## config.mk

```make
export PLATFORM = sky130hd
export DESIGN_NAME = sliding_window_rate_limiter
export DESIGN_NICKNAME = d
export VERILOG_FILES = /design/src/design/swrl_pkg.sv /design/src/design/swrl_cell.sv /design/src/design/swrl_chain.sv /design/src/design/sliding_window_rate_limiter.sv
export SDC_FILE = /design/constraint.sdc
export NUM_CORES = 2
export LEC_CHECK = 0
export CAP_MARGIN = 40
export CORE_UTILIZATION = 45
export CTS_CLUSTER_SIZE = 16
export DETAILED_ROUTE_END_ITERATION = 6
export DONT_BUFFER_PORTS = 1
export SLEW_MARGIN = 5
export SYNTH_ARGS = -nofsm -noshare
export SYNTH_HDL_FRONTEND = slang
export SYNTH_SLANG_ARGS = --single-unit
```

## constraint.sdc

```tcl
create_clock -name clk -period 13.5 [get_ports clk]
set_input_delay 2.7 -clock clk [delete_from_list [all_inputs] [get_ports clk]]
set_output_delay 2.7 -clock clk [all_outputs]
set_load 0.1 [all_outputs]
```

## src/design/swrl_pkg.sv

```systemverilog
`default_nettype none

package swrl_pkg;

  // Depth of the timestamp log, one cell per stored stamp.
  localparam int STORE_DEPTH = 64;

  localparam int STAMP_W    = 32;
  localparam int COUNT_W    = $clog2(STORE_DEPTH + 1);
  localparam int MAX_W      = 7;
  localparam int RETRY_W    = 23;
  localparam int CFG_IDX_W  = 1;
  localparam int CFG_DATA_W = 32;

  // Division by 1000 as a multiply by ceil(2^38 / 1000) and a shift by 38.
  // This is exact for every 32-bit dividend.
  localparam int RECIP_W   = 29;
  localparam logic [RECIP_W-1:0] RECIP_1000 = 29'd274877907;
  localparam int DIV_SHIFT = 38;
  localparam int PROD_W    = STAMP_W + RECIP_W;

  localparam logic [CFG_IDX_W-1:0] REG_WINDOW_MS    = 1'b0;
  localparam logic [CFG_IDX_W-1:0] REG_MAX_REQUESTS = 1'b1;

  localparam logic [STAMP_W-1:0] WINDOW_RESET = 32'd60000;
  localparam logic [MAX_W-1:0]   MAX_RESET    = 7'd10;

  typedef enum logic [2:0] {
    ST_IDLE,
    ST_SCAN,
    ST_PUSH,
    ST_SCALE,
    ST_EMIT
  } state_t;

  // Commands from the controller to the row of cells.
  typedef struct packed {
    logic shift;
    logic append;
  } chain_ctrl_t;

endpackage

`default_nettype wire

```

## src/design/swrl_cell.sv

```systemverilog
`default_nettype none

module swrl_cell
  import swrl_pkg::*;
(
  input  wire logic               clk,
  input  wire logic               shift,
  input  wire logic               load,
  input  wire logic [STAMP_W-1:0] neighbor_stamp,
  input  wire logic [STAMP_W-1:0] new_stamp,
  output logic      [STAMP_W-1:0] stamp
);

  logic [STAMP_W-1:0] stamp_next;

  always_comb begin
    stamp_next = stamp;
    if (load) begin
      stamp_next = new_stamp;
    end else if (shift) begin
      stamp_next = neighbor_stamp;
    end
  end

  always_ff @(posedge clk) begin
    stamp <= stamp_next;
  end

endmodule

`default_nettype wire

```

## src/design/swrl_chain.sv

```systemverilog
`default_nettype none

module swrl_chain
  import swrl_pkg::*;
(
  input  wire logic               clk,
  input  wire chain_ctrl_t        ctrl,
  input  wire logic [COUNT_W-1:0] entry_count,
  input  wire logic [STAMP_W-1:0] new_stamp,
  output logic      [STAMP_W-1:0] head_stamp
);

  // Cell 0 holds the oldest stamp; a pop moves every stamp one cell down.
  logic [STAMP_W-1:0] cell_stamp [STORE_DEPTH];

  for (genvar i = 0; i < STORE_DEPTH; i++) begin : g_cell
    logic [STAMP_W-1:0] right;
    logic               load;

    if (i == STORE_DEPTH - 1) begin : g_last
      assign right = cell_stamp[i];
    end else begin : g_mid
      assign right = cell_stamp[i+1];
    end

    // The first free cell takes the new stamp.
    assign load = ctrl.append && (entry_count == COUNT_W'(i));

    swrl_cell u_cell (
      .clk            (clk),
      .shift          (ctrl.shift),
      .load           (load),
      .neighbor_stamp (right),
      .new_stamp      (new_stamp),
      .stamp          (cell_stamp[i])
    );
  end

  assign head_stamp = cell_stamp[0];

endmodule

`default_nettype wire

```

## src/design/sliding_window_rate_limiter.sv

```systemverilog
// Sliding-window request rate limiter.
// Input channel: in_valid/in_stall carry one request item, now_ms, a
// free-running millisecond stamp. Output channel: out_valid/out_stall carry
// one result item per request: allowed, and retry_after_s (0 when allowed).
// Registers window_ms (index 0) and max_requests (index 1) are written
// through cfg_we/cfg_index/cfg_data; the user must write them only while
// no request is in flight, and the block itself does not enforce this.
// The log of stamps lives in a row of 64 cells; each cycle it can drop its
// oldest stamp (every cell takes its neighbor's stamp) or append one.
// An accepted request pops its expired stamps, one per cycle; an allowed
// one then appends its stamp, a rejected one pops the oldest, appends its
// own and goes through a subtract stage and a registered reciprocal
// multiply. The result is registered and shows on the output in the cycle
// after it is issued. Reset empties the log and restores window_ms =
// 60000, max_requests = 10. While the receiver stalls, the result holds
// in its output register; the block may take the next request and works
// it up to issuing its result and waits there for the register to free up.
`default_nettype none

module sliding_window_rate_limiter
  import swrl_pkg::*;
(
  input  wire logic                  clk,
  input  wire logic                  rst,
  input  wire logic                  in_valid,
  output logic                       in_stall,
  input  wire logic [STAMP_W-1:0]    now_ms,
  output logic                       out_valid,
  input  wire logic                  out_stall,
  output logic                       allowed,
  output logic      [RETRY_W-1:0]    retry_after_s,
  input  wire logic                  cfg_we,
  input  wire logic [CFG_IDX_W-1:0]  cfg_index,
  input  wire logic [CFG_DATA_W-1:0] cfg_data
);

  state_t state, state_next;

  logic [STAMP_W-1:0] window_ms;
  logic [MAX_W-1:0]   max_requests;
  logic [COUNT_W-1:0] entry_count;
  logic [STAMP_W-1:0] now_q;
  logic [STAMP_W-1:0] cutoff;
  logic [STAMP_W-1:0] diff;
  logic [PROD_W-1:0]  product;

  logic [STAMP_W-1:0] head_stamp;
  logic [STAMP_W-1:0] oldest;
  logic [COUNT_W-1:0] limit;
  chain_ctrl_t        ctrl;
  logic               in_accept;
  logic               out_free;
  logic               expire;
  logic               over;
  logic               emit_allow;
  logic               emit_reject;
  logic               diff_load;
  logic               prod_load;

  assign in_stall  = rst || (state != ST_IDLE);
  assign in_accept = in_valid && !in_stall;
  assign out_free  = !out_valid || !out_stall;

  // Zero acts as one and anything above the depth acts as the depth.
  always_comb begin
    if (max_requests == '0) begin
      limit = COUNT_W'(1);
    end else if ({{COUNT_W{1'b0}}, max_requests} > (COUNT_W + MAX_W)'(STORE_DEPTH)) begin
      limit = COUNT_W'(STORE_DEPTH);
    end else begin
      limit = COUNT_W'(max_requests);
    end
  end

  assign expire = (entry_count != '0) && (head_stamp <= cutoff);
  assign over   = (entry_count >= limit);

  // After the reject pop an empty log means the new stamp is the oldest.
  assign oldest = (entry_count == '0) ? now_q : head_stamp;

  always_comb begin
    state_next = state;
    unique case (state)
      ST_IDLE: begin
        if (in_accept) begin
          state_next = ST_SCAN;
        end
      end
      ST_SCAN: begin
        if (expire) begin
          state_next = ST_SCAN;
        end else if (over) begin
          state_next = ST_PUSH;
        end else if (out_free) begin
          state_next = ST_IDLE;
        end
      end
      ST_PUSH:  state_next = ST_SCALE;
      ST_SCALE: state_next = ST_EMIT;
      ST_EMIT: begin
        if (out_free) begin
          state_next = ST_IDLE;
        end
      end
      default: state_next = ST_IDLE;
    endcase
  end

  always_comb begin
    ctrl        = '0;
    emit_allow  = 1'b0;
    emit_reject = 1'b0;
    diff_load   = 1'b0;
    prod_load   = 1'b0;
    unique case (state)
      ST_IDLE: begin
      end
      ST_SCAN: begin
        if (expire || over) begin
          ctrl.shift = 1'b1;
        end else if (out_free) begin
          ctrl.append = 1'b1;
          emit_allow  = 1'b1;
        end
      end
      ST_PUSH: begin
        ctrl.append = 1'b1;
        diff_load   = 1'b1;
      end
      ST_SCALE: prod_load = 1'b1;
      ST_EMIT:  emit_reject = out_free;
      default: begin
      end
    endcase
  end

  swrl_chain u_chain (
    .clk         (clk),
    .ctrl        (ctrl),
    .entry_count (entry_count),
    .new_stamp   (now_q),
    .head_stamp  (head_stamp)
  );

  always_ff @(posedge clk) begin
    if (rst) begin
      state        <= ST_IDLE;
      entry_count  <= '0;
      window_ms    <= WINDOW_RESET;
      max_requests <= MAX_RESET;
      out_valid    <= 1'b0;
    end else begin
      state <= state_next;
      if (cfg_we) begin
        unique case (cfg_index)
          REG_WINDOW_MS:    window_ms    <= cfg_data[STAMP_W-1:0];
          REG_MAX_REQUESTS: max_requests <= cfg_data[MAX_W-1:0];
          default: begin
          end
        endcase
      end
      if (ctrl.shift) begin
        entry_count <= entry_count - COUNT_W'(1);
      end else if (ctrl.append) begin
        entry_count <= entry_count + COUNT_W'(1);
      end
      if (emit_allow || emit_reject) begin
        out_valid <= 1'b1;
      end else if (!out_stall) begin
        out_valid <= 1'b0;
      end
    end
  end

  always_ff @(posedge clk) begin
    if (in_accept) begin
      now_q  <= now_ms;
      cutoff <= now_ms - window_ms;
    end
    if (diff_load) begin
      diff <= window_ms - (now_q - oldest);
    end
    if (prod_load) begin
      product <= PROD_W'(diff) * PROD_W'(RECIP_1000);
    end
    if (emit_allow) begin
      allowed       <= 1'b1;
      retry_after_s <= '0;
    end else if (emit_reject) begin
      allowed       <= 1'b0;
      retry_after_s <= product[DIV_SHIFT +: RETRY_W] + RETRY_W'(1);
    end
  end

  a_count_bound: assert property (@(posedge clk) disable iff (rst)
    entry_count <= COUNT_W'(STORE_DEPTH))
    else $error("log holds more stamps than the store depth");

  a_accept_scan: assert property (@(posedge clk) disable iff (rst)
    in_accept |=> (state == ST_SCAN))
    else $error("accepted item did not start the expiry scan");

  a_allow_zero: assert property (@(posedge clk) disable iff (rst)
    (out_valid && allowed) |-> (retry_after_s == '0))
    else $error("allowed item carries a nonzero retry time");

  a_append_count: assert property (@(posedge clk) disable iff (rst)
    ctrl.append |=> (entry_count == $past(entry_count) + COUNT_W'(1)))
    else $error("append did not grow the log by one");

  a_result_held: assert property (@(posedge clk) disable iff (rst)
    (emit_allow || emit_reject) |-> out_free)
    else $error("result issued over an unaccepted one");

endmodule

`default_nettype wire
```

After elaboration in Yosys (flattened, before gate mapping)
Cells that the tools add are included.

operators by class
  $lt $le $gt $ge = 3
  $mul = 1
  shift-type cells = 0
  eq/ne operators = 69
  multiplexer cells = 147
  bitwise logic cells = 1
  add/sub/neg operators = 6
  reductions and logical operators = 144
  divide/modulo/power cells = 0

operators by type and width
  operator                                               number
  two-way mux 32 bit                                     127
  == test 7 x 6 -> 1 bit (second input constant)         32
  nonzero test 2 bit                                     64
  == test 7 x 5 -> 1 bit (second input constant)         16
  subtractor 32 bit                                      3
  logical AND 1 bit                                      66
  multiplier 32 x 29 -> 61 bit (second input constant)   1
  == test 7 x 4 -> 1 bit (second input constant)         8
  <= comparator 32 bit                                   1
  == test 7 x 3 -> 1 bit (second input constant)         4
  two-way mux 7 bit                                      4
  adder 23 x 1 -> 23 bit (second input constant)         1
  case mux 3 bit (5 select lines)                        1
  == test 7 x 2 -> 1 bit (second input constant)         2
  logical NOT 7 bit                                      2
  two-way mux 3 bit                                      4
  two-way mux 1 bit                                      10
  adder 7 x 1 -> 7 bit (second input constant)           1
  == test 7 x 1 -> 1 bit (second input constant)         1
  greater-or-equal comparator 7 bit                      1
  greater-than comparator 7 bit (second input constant)  1
  nonzero test 7 bit                                     1
  subtractor 7 x 1 -> 7 bit (second input constant)      1
  == test 3 x 2 -> 1 bit (second input constant)         2
  11 further kinds                                       17

storage, ports and cells
  logic and storage cells = 446
  memories kept = 0
  input bits = 70
  flip-flop bits (word level) = 2,279
  latch bits = 0
  memory bits (read-only) = 0
  bits in writable memories = 0

Depth between registers and ports, before layout
  depth in word-level cells = 9
  gate-level depth with buffers = 25

By module
A second synthesis with hierarchy kept.

second synthesis, totals
  cells, all modules = 7,210
  area, all modules = 123,623.6 µm²

by module, submodules not included
  module                       instances  seq. area each (µm²)  cells each  area an instance (µm²)
  swrl_cell                    64         960.9                 69          1,507.7
  sliding_window_rate_limiter  1          5,054.8               2,691       26,551.7
  swrl_chain                   1          0.0                   103         579.3

Least setup slack after synthesis
Ideal clock, no wire load.

  kind = input to register
  start point = input out_stall
  end point = register u_chain.g_cell[63].u_cell.stamp[0], enable pin
  cell stages on the path = 5
  arrival = 6,478 ps
  slack = 6,520 ps
  library setup time = 501 ps
  path through = nand2_1 nand2_1 nor2_1 nor2_1 nor4_1

between the ends
  word-level cells in the longest chain between the ends = 6

ends and longest elaborated chain
  element                          line                                text
  start: declaration               sliding_window_rate_limiter.sv:29   input wire logic out_stall,
  logical NOT 1 bit                --
  logical OR 1 bit                 sliding_window_rate_limiter.sv:62   assign out_free = !out_valid || !out_stall;
  two-way mux 1 bit                sliding_window_rate_limiter.sv:121  end else if (out_free) begin
  two-way mux 1 bit                sliding_window_rate_limiter.sv:119  if (expire || over) begin
  case mux 1 bit (2 select lines)  sliding_window_rate_limiter.sv:115  unique case (state)
  logical AND 1 bit                swrl_chain.sv:27                    assign load = ctrl.append && (entry_count == COUNT_W'(i));
  via u_chain.g_cell[63].load      swrl_chain.sv:18                    logic load;
  end signal: assignment           swrl_cell.sv:26                     stamp <= stamp_next;
  end: declaration                 swrl_cell.sv:11                     output logic [STAMP_W-1:0] stamp

The timed path passes the listed nets, and every way through them passes these cells.
A chain may end at the register's enable or synchronous reset.

Worst setup path after layout
  start point = register diff[22]
  end point = register product[55], data pin

between the ends
  word-level cells in the longest chain between the ends = 1

ends and longest elaborated chain
  element                       line                                text
  start: declaration            sliding_window_rate_limiter.sv:44   logic [STAMP_W-1:0] diff;
  start signal: assignment      sliding_window_rate_limiter.sv:181  diff <= window_ms - (now_q - oldest);
  multiplier 32 x 29 -> 61 bit  sliding_window_rate_limiter.sv:184  product <= PROD_W'(diff) * PROD_W'(RECIP_1000);
  end signal: assignment        sliding_window_rate_limiter.sv:184
  end: declaration              sliding_window_rate_limiter.sv:45   logic [PROD_W-1:0] product;

Every way passes these cells.

==> metrics <==
DRT Pass-1 Iters 7; pin count of the biggest net entering global routing 66; floorplan core area approximately 250000 um2; GRT Overall Usage about a fifth; Clk pin slew, worst setup/hold paths 60 ps; setup TNS 0 ps; WL final approximately 270000 um; Tmin final 7510 ps; Avg Inst Size Synth 15.3 um2; # hold bufs at CTS 0; Worst setup SP type register; maximum clock frequency 0.133 GHz; htree depth 4; post-CTS setup buffers 0; drt wl/cell 24.2 um; initial antenna violation count 21; Worst-Skew Late Latency 920 ps; Vias 59400; WL met2 ~130000 um; Setup Crit Path Kind register to register; max-cap violations 0; Final Hold Fails 0; failing checks design-rule violations; Initial Util a little under half; met3 wire len ~9100 um; CP Buf/Inv Count 6; RSZ-0062 raised after global routing false; critical-path cell list ha_1, fa_1, fa_1, inv_1, fa_1, inv_1, fa_1, inv_1, fa_1, inv_1, fa_1, inv_1, fa_1, inv_1, ha_1, a21oi_1, o221ai_1, a21oi_1, or4_1, a31o_2, a31o_2, nor4_1, nor2b_1, xnor2_1; first-pass GRT wire length just over 400000 um; WHS Path Cells 2; most frequent CP cell fa_1; worst slew pin tran between 900 and 1000 ps; clk_skew roughly 93 ps; CTS max path bufs 3; CTS tree done; GP Congestion between 0.8 and 0.9; top routing layer in use met4; crit share post-route between 50% and 60%; CP endpoint kind register; status finished, violations left; synthesized flop and latch total roughly 2200; CP Max Fanout 10; synth unique cells 74; Filler cells about 21000; Synth-to-Final Area Change 11.1%; wl on met1 between 100000 and 150000 um; Die H approximately 500 um; post-CTS resize count 0; Buffers on Ports 0; drt first-iter violations roughly 4100; Post-DRT Antenna Nets 0; number of sinks driven by the clock tree roughly 2200; Final Max Tran Viols 0; Die W about 500 um; R2R depth 24; sequential share of the synthesized area approximately three fifths; Synth async-reset ratio 0%; DP Wirelength around 180000 um; Critical Path RT 14120 ps; Clock Tree Root clkbuf_16; die area 255000 um2; HP Class register to register; CP Depth 24; Vias per Instance approximately 5.4; Post-Syn Nets between 8000 and 9000; relative slew slack 36.9%; std cell rows 184; I/O pins 96; Synth warnings 0; layout cells sized above 1 between 30 and 40%; nets 8312; drt drc 36; total congestion overflow 0; slowest CP cell edfxtp_1; placed inst area 119000 um2; # setup viols final 0; design area about 130000 um2; Cells after Synth 7436; Post-synth EDFFs approximately 2200; vias in the first global route between 60000 and 70000; ys flop type edfxtp_1; CTS Buf Count 233; Arr. time, crit path roughly 8000 ps; max incr delay on CP between 700 and 800 ps; Crit path max-delay family adder cells; mapped cell area roughly 110000 um2
==> placed cells by master (no fill, tap or decap), types with 13 or more instances in the layout <==
cell type	count
o211ai_1	13
clkinv_2	49
ha_1	496
dfxtp_1	74
mux2i_1	34
clkbuf_16	234
inv_1	688
mux2_1	301
a31oi_1	13
nor3_1	28
clkinv_1	66
nand3_1	45
and3_1	27
buf_8	28
o21ai_0	56
bufinv_16	21
a21oi_1	146
mux2_2	1719
edfxtp_1	2167
nor2_1	138
a211oi_1	35
nor2_2	22
nand4_1	34
o21a_1	14
nor2b_1	23
buf_4	161
nand2b_1	19
buf_16	30
fa_1	330
xnor2_1	63
o21ai_2	15
clkbuf_1	46
a21o_1	64
xor2_1	31
nand2_1	189
==> routing by layer <==
layer	track usage (%)	up-vias
met5	0	-
met4	4.05	0
met2	35.8	991
li1	-	27200
met3	2.52	267
met1	28.6	31000
==> tightest hold or removal path, stage by stage, from the launching register on <==
cell and delay (ps):
dfxtp_1 310, nand2_1 50, a21oi_1 50
==> worst paths after layout <==
| check | startpoint | slack (ps) | end |
|---|---|---|---|
| max | diff[22]$_DFFE_PP_ | 5990 | product[55]$_DFFE_PN_ |
| min reg2reg | window_ms[25]$_SDFFE_PP0P_ | 460 | window_ms[25]$_SDFFE_PP0P_ |
| max reg2reg | diff[22]$_DFFE_PP_ | 5990 | product[55]$_DFFE_PN_ |
| min | window_ms[25]$_SDFFE_PP0P_ | 460 | window_ms[25]$_SDFFE_PP0P_ |
==> cells by family after synthesis <==
group	Yosys count	synth area share, %
muxes	2054	20.3
and+or+nand+nor	597	2.60
adders and majority gates	826	11.3
buffers and inverters	1172	4.11
DFF	2241	58.5
AOI/OAI and AO/OA	452	2.54
xor gates and xnor gates	94	0.723
==> registers in the layout (all words and copies together), names as in the netlist <==
signal                       count
now_q                           32
allowed                          1
u_chain.g_cell.u_cell.stamp   2048
diff                            32
out_valid                        1
state                            3
product                         23
cutoff                          32
max_requests                     7
entry_count                      7
window_ms                       32
retry_after_s                   23
==> Yosys cell counts, types with 6 or more instances <==
cell type	number	area (um2)
a211o_1	11	96.3
a211oi_1	35	263
a21boi_0	6	45.0
a21o_1	64	480
a21oi_1	146	731
a31o_2	8	70.1
a31oi_1	13	81.3
and2_1	7	43.8
and3_1	29	181
buf_1	41	154
buf_2	196	981
clkbuf_1	242	908
dfxtp_1	74	1480
edfxtp_1	2167	65100
fa_1	330	6610
ha_1	496	6210
inv_1	688	2580
mux2_1	301	3390
mux2_2	1719	19400
mux2i_1	34	340
nand2_1	193	724
nand2b_1	19	119
nand3_1	45	225
nand3_2	8	80.1
nand4_1	34	213
nand4_4	9	191
nor2_1	165	619
nor2b_1	25	156
nor3_1	28	140
nor4_1	7	43.8
o211ai_1	13	97.6
o21a_1	14	105
o21ai_0	81	405
o21bai_1	11	82.6
o31ai_1	11	82.6
or3_1	6	37.5
xnor2_1	63	552
xor2_1	31	272
==> stage by stage <==
stage | hold slack, ps | util (%) | setup WS [ps] | std cells
floorplan | 424 | - | 6520 | 7436
global placement | 446 | 46.7 | 5880 | 10500
detailed placement | 450 | 47.3 | 5970 | 10500
CTS | 460 | 50.3 | 5980 | 11000
global route | 473 | 50.3 | 5630 | 11000
finish | 458 | 50.3 | 5990 | 11000
==> final cells by class <==
| cell class | instances | area [um2] | share of cell area [%] |
|---|---|---|---|
| Clock inverter | 157 | 1580 | 1.25 |
| Sequential cell | 2241 | 66600 | 52.6 |
| Clock buffer | 280 | 6030 | 4.77 |
| Inverter | 688 | 2580 | 2.04 |
| Multi-Input combinational cell | 4023 | 42900 | 33.9 |
| Antenna cell | 3 | 7.51 | 0.00594 |
| Timing Repair Buffer | 229 | 2630 | 2.08 |
| Tap cell | 3348 | 4190 | 3.31 |
Power is left out: the tool's default activity adds up to more than one toggle a clock period on the data nets, which glitch-free logic cannot reach.
